## src/hdl/i2cms_pkg.sv

```systemverilog
// Shared types and constants for the I2C master bit sequencer.
package i2cms_pkg;

	typedef enum logic [2:0] {
		CMD_START = 3'd0,
		CMD_STOP  = 3'd1,
		CMD_WRITE = 3'd2,
		CMD_READ  = 3'd3,
		CMD_SACK  = 3'd4,
		CMD_RACK  = 3'd5
	} cmd_t;

	localparam int unsigned QUEUE_DEPTH = 2;
	localparam logic [7:0] SETTLE_RESET = 8'd5;

	// extra hold delays on top of the settle time
	localparam logic [2:0] EXTRA_NONE  = 3'd0;
	localparam logic [2:0] EXTRA_SHORT = 3'd2;
	localparam logic [2:0] EXTRA_SAMP  = 3'd3;
	localparam logic [2:0] EXTRA_LONG  = 3'd5;

	// index of the final segment of each run
	localparam logic [4:0] LAST_START = 5'd3;
	localparam logic [4:0] LAST_STOP  = 5'd2;
	localparam logic [4:0] LAST_WRITE = 5'd31;
	localparam logic [4:0] LAST_READ  = 5'd24;
	localparam logic [4:0] LAST_ACK   = 5'd3;

	typedef struct packed {
		cmd_t       cmd;
		logic [4:0] last_step;
		logic [7:0] tx_data;
		logic       ack_bit;
		logic [7:0] bus_levels;
	} item_t;

endpackage

```

## src/hdl/i2cms_front.sv

```systemverilog
// Front end: accepts commands, drops unused codes, tags run length.
module i2cms_front (
	input  logic               cmd_valid,
	output logic               cmd_stall,
	input  logic [2:0]         cmd,
	input  logic [7:0]         tx_data,
	input  logic               ack_bit,
	input  logic [7:0]         bus_levels,
	input  logic               q_full,
	output logic               q_push,
	output i2cms_pkg::item_t   q_item
);
	import i2cms_pkg::*;

	logic       known;
	logic [4:0] last_step;

	always_comb begin
		known     = 1'b1;
		last_step = LAST_START;
		case (cmd)
			CMD_START: last_step = LAST_START;
			CMD_STOP:  last_step = LAST_STOP;
			CMD_WRITE: last_step = LAST_WRITE;
			CMD_READ:  last_step = LAST_READ;
			CMD_SACK, CMD_RACK: last_step = LAST_ACK;
			default:   known = 1'b0;
		endcase
	end

	assign cmd_stall = q_full;
	// unused codes are taken and vanish
	assign q_push    = cmd_valid && !q_full && known;

	assign q_item.cmd        = cmd_t'(cmd);
	assign q_item.last_step  = last_step;
	assign q_item.tx_data    = tx_data;
	assign q_item.ack_bit    = ack_bit;
	assign q_item.bus_levels = bus_levels;
endmodule

```

## src/hdl/i2cms_queue.sv

```systemverilog
// Small command queue between front end and sequencer.
module i2cms_queue #(
	parameter int unsigned DEPTH = i2cms_pkg::QUEUE_DEPTH
) (
	input  logic               clk,
	input  logic               arst_n,
	input  logic               push,
	input  i2cms_pkg::item_t   push_item,
	output logic               full,
	input  logic               pop,
	output logic               head_valid,
	output i2cms_pkg::item_t   head_item
);
	import i2cms_pkg::*;

	localparam int unsigned PW = (DEPTH > 1) ? $clog2(DEPTH) : 1;
	localparam int unsigned CW = $clog2(DEPTH + 1);
	localparam logic [PW-1:0] PTR_MAX = PW'(DEPTH - 1);
	localparam logic [CW-1:0] CNT_FULL = CW'(DEPTH);

	item_t         mem_q [DEPTH];
	logic [PW-1:0] wr_ptr_q, rd_ptr_q;
	logic [CW-1:0] count_q;

	assign full       = (count_q == CNT_FULL);
	assign head_valid = (count_q != '0);
	assign head_item  = mem_q[rd_ptr_q];

	always_ff @(posedge clk) begin
		if (push) mem_q[wr_ptr_q] <= push_item;
	end

	always_ff @(posedge clk or negedge arst_n) begin
		if (!arst_n) begin
			wr_ptr_q <= '0;
			rd_ptr_q <= '0;
			count_q  <= '0;
		end else begin
			if (push) wr_ptr_q <= (wr_ptr_q == PTR_MAX) ? '0 : wr_ptr_q + 1'b1;
			if (pop)  rd_ptr_q <= (rd_ptr_q == PTR_MAX) ? '0 : rd_ptr_q + 1'b1;
			case ({push, pop})
				2'b10:   count_q <= count_q + 1'b1;
				2'b01:   count_q <= count_q - 1'b1;
				default: count_q <= count_q;
			endcase
		end
	end
endmodule

```

## src/hdl/i2cms_back.sv

```systemverilog
// Sequencer: expands the head command into line segments, one per cycle unless stalled.
module i2cms_back (
	input  logic               clk,
	input  logic               arst_n,
	input  logic [7:0]         settle_us,
	input  logic               head_valid,
	input  i2cms_pkg::item_t   head_item,
	output logic               pop,
	output logic               seg_valid,
	input  logic               seg_stall,
	output logic               scl_level,
	output logic               sda_drive,
	output logic [8:0]         hold_us,
	output logic               sample_point,
	output logic [7:0]         rx_byte,
	output logic               rx_ack,
	output logic               last
);
	import i2cms_pkg::*;

	logic [4:0] step_q;
	logic [1:0] phase_q;
	logic [2:0] bit_q;
	logic       scl_q, sda_q;
	logic       seg_valid_q;

	logic       emit, is_last, wrap;
	logic       scl_n, sda_n, samp;
	logic [2:0] extra;

	assign emit    = head_valid && (!seg_valid_q || !seg_stall);
	assign is_last = (step_q == head_item.last_step);
	assign pop     = emit && is_last;
	assign wrap    = (head_item.cmd == CMD_WRITE) ? (phase_q == 2'd3) : (phase_q == 2'd2);

	always_comb begin
		scl_n = scl_q;
		sda_n = sda_q;
		samp  = 1'b0;
		extra = EXTRA_SHORT;
		case (head_item.cmd)
			CMD_START: begin
				extra = EXTRA_LONG;
				case (step_q)
					5'd0:    sda_n = 1'b1;
					5'd1:    scl_n = 1'b1;
					5'd2:    sda_n = 1'b0;
					default: scl_n = 1'b0;
				endcase
			end
			CMD_STOP: begin
				extra = EXTRA_LONG;
				case (step_q)
					5'd0:    sda_n = 1'b0;
					5'd1:    scl_n = 1'b1;
					default: sda_n = 1'b1;
				endcase
			end
			CMD_WRITE: begin
				case (phase_q)
					2'd0: scl_n = 1'b0;
					2'd1: sda_n = head_item.tx_data[~bit_q];
					2'd2: begin
						scl_n = 1'b1;
						extra = EXTRA_LONG;
					end
					default: scl_n = 1'b0;
				endcase
			end
			CMD_READ: begin
				if (step_q == '0) begin
					sda_n = 1'b1;
					extra = EXTRA_NONE;
				end else begin
					case (phase_q)
						2'd0: scl_n = 1'b0;
						2'd1: scl_n = 1'b1;
						default: begin
							samp  = 1'b1;
							extra = EXTRA_SAMP;
						end
					endcase
				end
			end
			CMD_SACK: begin
				case (step_q)
					5'd0: scl_n = 1'b0;
					5'd1: sda_n = head_item.ack_bit;
					5'd2: begin
						scl_n = 1'b1;
						extra = EXTRA_LONG;
					end
					default: scl_n = 1'b0;
				endcase
			end
			CMD_RACK: begin
				case (step_q)
					5'd0: sda_n = 1'b1;
					5'd1: begin
						scl_n = 1'b1;
						extra = EXTRA_LONG;
					end
					5'd2: begin
						samp  = 1'b1;
						extra = EXTRA_NONE;
					end
					default: scl_n = 1'b0;
				endcase
			end
			default: ;
		endcase
	end

	always_ff @(posedge clk or negedge arst_n) begin
		if (!arst_n) begin
			step_q      <= '0;
			phase_q     <= '0;
			bit_q       <= '0;
			scl_q       <= 1'b1;
			sda_q       <= 1'b1;
			seg_valid_q <= 1'b0;
		end else begin
			if (emit) begin
				scl_q       <= scl_n;
				sda_q       <= sda_n;
				seg_valid_q <= 1'b1;
				if (is_last) begin
					step_q  <= '0;
					phase_q <= '0;
					bit_q   <= '0;
				end else begin
					step_q <= step_q + 1'b1;
					// read byte has one lead-in segment before its bit phases
					if (!(head_item.cmd == CMD_READ && step_q == '0)) begin
						if (wrap) begin
							phase_q <= '0;
							bit_q   <= bit_q + 1'b1;
						end else begin
							phase_q <= phase_q + 1'b1;
						end
					end
				end
			end else if (!seg_stall) begin
				seg_valid_q <= 1'b0;
			end
		end
	end

	// output payload, loaded with each beat
	always_ff @(posedge clk) begin
		if (emit) begin
			scl_level    <= scl_n;
			sda_drive    <= sda_n;
			hold_us      <= {1'b0, settle_us} + {6'd0, extra};
			sample_point <= samp;
			rx_byte      <= (is_last && head_item.cmd == CMD_READ) ?
			                head_item.bus_levels : 8'd0;
			rx_ack       <= is_last && head_item.cmd == CMD_RACK && head_item.bus_levels[7];
			last         <= is_last;
		end
	end

	assign seg_valid = seg_valid_q;
endmodule

```

## src/hdl/i2c_master_bit_sequencer.sv

```systemverilog
// I2C master bit sequencer top level: front end, command queue, segment sequencer.
// Each accepted command expands into a run of line segments delivered one beat per
// cycle unless stalled: start 4, stop 3, write byte 32, read byte 25, send ack 4,
// receive ack 4 segments; codes 6 and 7 are accepted and produce nothing. The
// sequencer, which emits one segment per clock unless stalled, sets the rate; a
// small command queue lets new commands be accepted while a run is still being
// emitted. A stalled beat holds the sequencer in place until it is taken. Line
// levels reset to released. settle_us resets to 5 and is written through the cfg
// port (always ready) by the user only while idle; the block does not enforce it.
module i2c_master_bit_sequencer #(
	parameter int unsigned QUEUE_DEPTH = i2cms_pkg::QUEUE_DEPTH
) (
	input  logic       clk,
	input  logic       arst_n,
	input  logic       cfg_valid,
	output logic       cfg_ready,
	input  logic [7:0] cfg_data,
	input  logic       cmd_valid,
	output logic       cmd_stall,
	input  logic [2:0] cmd,
	input  logic [7:0] tx_data,
	input  logic       ack_bit,
	input  logic [7:0] bus_levels,
	output logic       seg_valid,
	input  logic       seg_stall,
	output logic       scl_level,
	output logic       sda_drive,
	output logic [8:0] hold_us,
	output logic       sample_point,
	output logic [7:0] rx_byte,
	output logic       rx_ack,
	output logic       last
);
	import i2cms_pkg::*;

	logic [7:0] settle_q;
	logic       q_full, q_push, q_pop, head_valid;
	item_t      push_item, head_item;

	assign cfg_ready = 1'b1;

	always_ff @(posedge clk or negedge arst_n) begin
		if (!arst_n) settle_q <= SETTLE_RESET;
		else if (cfg_valid) settle_q <= cfg_data;
	end

	i2cms_front u_front (
		.cmd_valid  (cmd_valid),
		.cmd_stall  (cmd_stall),
		.cmd        (cmd),
		.tx_data    (tx_data),
		.ack_bit    (ack_bit),
		.bus_levels (bus_levels),
		.q_full     (q_full),
		.q_push     (q_push),
		.q_item     (push_item)
	);

	i2cms_queue #(.DEPTH(QUEUE_DEPTH)) u_queue (
		.clk        (clk),
		.arst_n     (arst_n),
		.push       (q_push),
		.push_item  (push_item),
		.full       (q_full),
		.pop        (q_pop),
		.head_valid (head_valid),
		.head_item  (head_item)
	);

	i2cms_back u_back (
		.clk          (clk),
		.arst_n       (arst_n),
		.settle_us    (settle_q),
		.head_valid   (head_valid),
		.head_item    (head_item),
		.pop          (q_pop),
		.seg_valid    (seg_valid),
		.seg_stall    (seg_stall),
		.scl_level    (scl_level),
		.sda_drive    (sda_drive),
		.hold_us      (hold_us),
		.sample_point (sample_point),
		.rx_byte      (rx_byte),
		.rx_ack       (rx_ack),
		.last         (last)
	);

	a_no_overflow: assert property (@(posedge clk) disable iff (!arst_n)
		q_push |-> !q_full) else $error("command queue overflow");

	a_rx_only_last: assert property (@(posedge clk) disable iff (!arst_n)
		(seg_valid && !last) |-> (rx_byte == 8'd0 && !rx_ack))
		else $error("receive data outside final segment");

	a_sample_scl_high: assert property (@(posedge clk) disable iff (!arst_n)
		(seg_valid && sample_point) |-> scl_level)
		else $error("sample taken with SCL low");

	a_pop_has_head: assert property (@(posedge clk) disable iff (!arst_n)
		q_pop |-> head_valid) else $error("queue pop while empty");
endmodule
```

## config.mk

```make
export PLATFORM = sky130hd
export DESIGN_NAME = i2c_master_bit_sequencer
export DESIGN_NICKNAME = d
export VERILOG_FILES = /design/src/hdl/i2cms_pkg.sv /design/src/hdl/i2cms_front.sv /design/src/hdl/i2cms_queue.sv /design/src/hdl/i2cms_back.sv /design/src/hdl/i2c_master_bit_sequencer.sv
export SDC_FILE = /design/constraint.sdc
export NUM_CORES = 1
export LEC_CHECK = 0
export BUFFER_PORTS_ARGS = -buffer_cell sky130_fd_sc_hd__buf_2
export CORE_ASPECT_RATIO = 1.2
export CORE_MARGIN = 2
export CORE_UTILIZATION = 50
export DETAILED_ROUTE_END_ITERATION = 6
export PLACE_DENSITY = 0.79
export SETUP_SLACK_MARGIN = 0.15
export SYNTH_ARGS = -nofsm -noshare
export SYNTH_HDL_FRONTEND = slang
export SYNTH_SLANG_ARGS = --single-unit
```

## constraint.sdc

```tcl
create_clock -name clk -period 3.9 [get_ports clk]
set_input_delay 0.78 -clock clk [delete_from_list [all_inputs] [get_ports clk]]
set_output_delay 0.78 -clock clk [all_outputs]
set_load 0.01 [all_outputs]
```

==> impl_metrics.csv <==
group,metric,value,unit
status,status,"finished, final reports clean",
synthesis,ys_ff_latch,95,
critical_path,startpoint,"u_queue.rd_ptr_q",
cts,cts_resized,0,
cts,cts_tree,"built",
grt,grtUsageTotal,0.170,
critical_path,path_buf_inv,2,
cells_and_area,drive_gt1_frac,0.293,
power,power_density,681,mW/mm^2
cells_and_area,area_growth,13.1,%
place,place.gp.congestion,0.886,
critical_path,rr_endpoint,"u_back.hold_us[6]",
grt,grt_pass1_wl,12700,um
sta,relSlewSlack,0.581,
route,wl,7810,um
critical_path,r2r-start,"u_queue.rd_ptr_q",
synthesis,yosysTopAreaCell,"edfxtp_1",
route,ant_nets,0,
sta,fin_skew,8.53,ps
power,peakVddDrop,0.000524,V
cts,holdBufCountCts,0,
cells_and_area,nNetsFinal,428,
critical_path,cp_common_cell,"buf_4",
route,vias_per_cell,5.39,
cts,htree_levels,3,
synthesis,synthArstFlopShare,0.263,
cts,path_clk_slew,100,ps
critical_path,crit_fanout,14,
critical_path,ff2ff_setup_slack,800,ps
sta,layout_worst_path_cycle_share,0.796,
route,wire_per_inst,15.5,um
grt,grt_pass1_vias,2633,
critical_path,critPathSlowestCell,"dfrtp_1",
floorplanning,start_util,0.519,
critical_path,cp.arrival,3210,ps
cells_and_area,antennaDiodeCount,0,
power,p_leak,1.99,nW
floorplanning,die_w,90.3,um
route,drc,0,
synthesis,synthTopCellsByArea,"edfxtp_1 (47%), dfrtp_1 (12%), mux2i_1 (5.2%)",
grt,grt-ovfl-total,0,
synthesis,yosys.cell_types.count,57,
sta,drv_slew,0,
cts,numCtsBuffers,9,
critical_path,path_class,"register to register",
synthesis,synthFlopType,"edfxtp_1",
grt,grt_max_degree,26,
route,first_pass_iters,4,
place,portBuffers,56,
synthesis,netlist.area_leader.share,0.471,
job,drv_cap,0,
place,dpl.hpwl,5680,um
sta,final_hold_viol_count,0,
route,drt_iter0_drc,81,
floorplanning,coreArea,0.00861,mm^2
sta,grt_setup_unrepaired,"no",
cts,cts_setup_buffers,0,
synthesis,synth_nets,366,
synthesis,ys_seq_area_frac,0.612,
critical_path,cp_num_cells,11,
floorplanning,die_area,0.00971,mm^2
route,vias,2712,
sta,finalSetupViolations,0,
sta,final.setup.tns,0,ps
sta,period_minus_slack,3100,ps
place,dpl_cell_area,0.00486,mm^2
worst_hold_path,hp-class,"input port to asynchronous set/reset pin",
critical_path,path_cells,"buf_4 -> buf_4 -> nor4bb_1 -> nor2_1 -> or4_1 -> nand2b_1 -> ha_1 -> fa_1 -> a21o_1 -> nor2b_1 -> xor2_1",
critical_path,cp-start-kind,"register",
synthesis,avgSynthCellArea,14.0,um^2
floorplanning,io_pins,58,
floorplanning,die_h,108,um
critical_path,critical_path.top_delay_family,"simple AND/OR/NAND/NOR gates",
synthesis,syn-instance-count,319,
grt,antenna_found_initial,0,
cts,cts.sinks,95,
critical_path,end_kind,"register",
cts,clockBufferDepth,2,
sta,tightestPinTransition,628,ps
critical_path,reg2regPathDepth,11,
critical_path,critical_path.endpoint,"u_back.hold_us[6]",
floorplanning,rows,37,
critical_path,cp.required,4010,ps
synthesis,yosysWarnings,0,
synthesis,syn_area,0.00447,mm^2
synthesis,synth_edf_count,70,
critical_path,critPathMaxStageDelay,550,ps
sta,clock.fmax,322,MHz
cts,insertion_delay,350,ps
cells_and_area,design_area,0.00505,mm^2
cts,clock_tree.root_cell,"clkbuf_8",
## synth_stat cells, types with 3 or more instances
| cell type | number |
|---|---|
| nor3_1 | 3 |
| dfstp_2 | 4 |
| xor2_1 | 7 |
| nand2_1 | 15 |
| nand3_1 | 7 |
| nor4bb_1 | 3 |
| o211ai_1 | 3 |
| buf_6 | 4 |
| nor4b_2 | 3 |
| mux4_2 | 4 |
| mux2_2 | 11 |
| o21ai_0 | 8 |
| edfxtp_1 | 70 |
| nand2b_1 | 4 |
| nor2_1 | 23 |
| nor3b_1 | 5 |
| o22ai_1 | 4 |
| inv_1 | 10 |
| nor2b_1 | 8 |
| clkbuf_1 | 3 |
| and3b_1 | 3 |
| a21o_1 | 4 |
| ha_1 | 13 |
| mux2i_1 | 23 |
| dfrtp_1 | 21 |
| xnor2_1 | 7 |
| a21oi_1 | 11 |
## sequential cells by signal (all words and copies together) (netlist names), 2 cells and up
| name | count |
|---|---|
| u_queue.mem_q | 48 |
| u_back.phase_q | 2 |
| settle_q | 8 |
| u_back.step_q | 5 |
| u_back.rx_byte | 8 |
| u_queue.count_q | 2 |
| u_back.hold_us | 9 |
| u_back.bit_q | 3 |
## cell usage in the layout, fill, tap and decap left out, types with 4 or more instances in the layout
cell type / netlist / layout
inv_1: 10 / 10
dfstp_2: 4 / 4
nand2_1: 15 / 15
ha_1: 13 / 13
a21oi_1: 11 / 11
buf_2: 2 / 56
nand3_1: 7 / 7
nor2_1: 23 / 21
mux4_2: 4 / 4
mux2i_1: 23 / 23
xor2_1: 7 / 7
o21ai_0: 8 / 8
clkbuf_8: 0 / 9
mux2_2: 11 / 11
a21o_1: 4 / 4
nor3b_1: 5 / 5
nand2b_1: 4 / 4
xnor2_1: 7 / 7
edfxtp_1: 70 / 70
buf_4: 2 / 6
o22ai_1: 4 / 4
nor2b_1: 8 / 8
dfrtp_1: 21 / 21
## report_power, final
part	leakage, nW	total [mW]	switching (mW)	internal [mW]
Clock	0.0934	0.595	0.351	0.244
Combinational	0.946	1.20	0.664	0.534
Sequential	0.946	1.64	0.215	1.43
## how the worst min path moves through the flow
stage / from / endpoint / slack (ps) / cells past startpoint
6_report: arst_n / u_queue.rd_ptr_q / 430 / 1
5_1_grt: arst_n / u_back.seg_valid / 460 / 1
4_1_cts: arst_n / u_queue.rd_ptr_q / 440 / 1
3_5_place_dp: u_back.seg_valid / u_back.seg_valid / 500 / 2
3_3_place_gp: u_back.seg_valid / u_back.seg_valid / 480 / 2
2_1_floorplan: u_queue.wr_ptr_q / u_queue.wr_ptr_q / 470 / 1
## per-layer routing
| metal | routed length, um | GRT usage | up-vias |
|---|---|---|---|
| li1 | - | - | 1316 |
| met1 | 3260 | 0.200 | 1331 |
| met2 | 4140 | 0.303 | 57 |
| met3 | 243 | 0.0336 | 8 |
| met4 | 163 | 0.0747 | 0 |
| met5 | 0 | 0 | - |
## layout make-up
cell class                      instances  area, um^2
Inverter                               11        41.3
Clock buffer                            9         124
Sequential cell                        95        2730
Tap cell                              117         146
Timing Repair Buffer                   62         325
Fill cell                             701        3560
Multi-Input combinational cell        202        1620
Clock inverter                          7        63.8
## per-stage QoR
step | setup slack (ps) | std cells | util | hold slack [ps] | total power [mW]
2_1_floorplan | 1200 | 319 | - | 468 | 2.55
3_3_place_gp | 907 | 487 | 0.565 | 485 | 2.83
3_5_place_dp | 807 | 487 | 0.565 | 504 | 2.88
4_1_cts | 797 | 503 | 0.586 | 440 | 3.47
5_1_grt | 624 | 503 | 0.586 | 456 | 3.67
6_report | 796 | 503 | 0.586 | 427 | 3.44
## kinds of logic after synthesis
family | synth area share
muxes | 0.103
adders and majority gates | 0.0409
xor gates and xnor gates | 0.0275
and+or+nand+nor | 0.112
buffers and inverters | 0.0275
other | 0.000840
AOI/OAI and AO/OA | 0.0762
DFF | 0.612
Note: power is estimated with default switching activity, not from simulation.
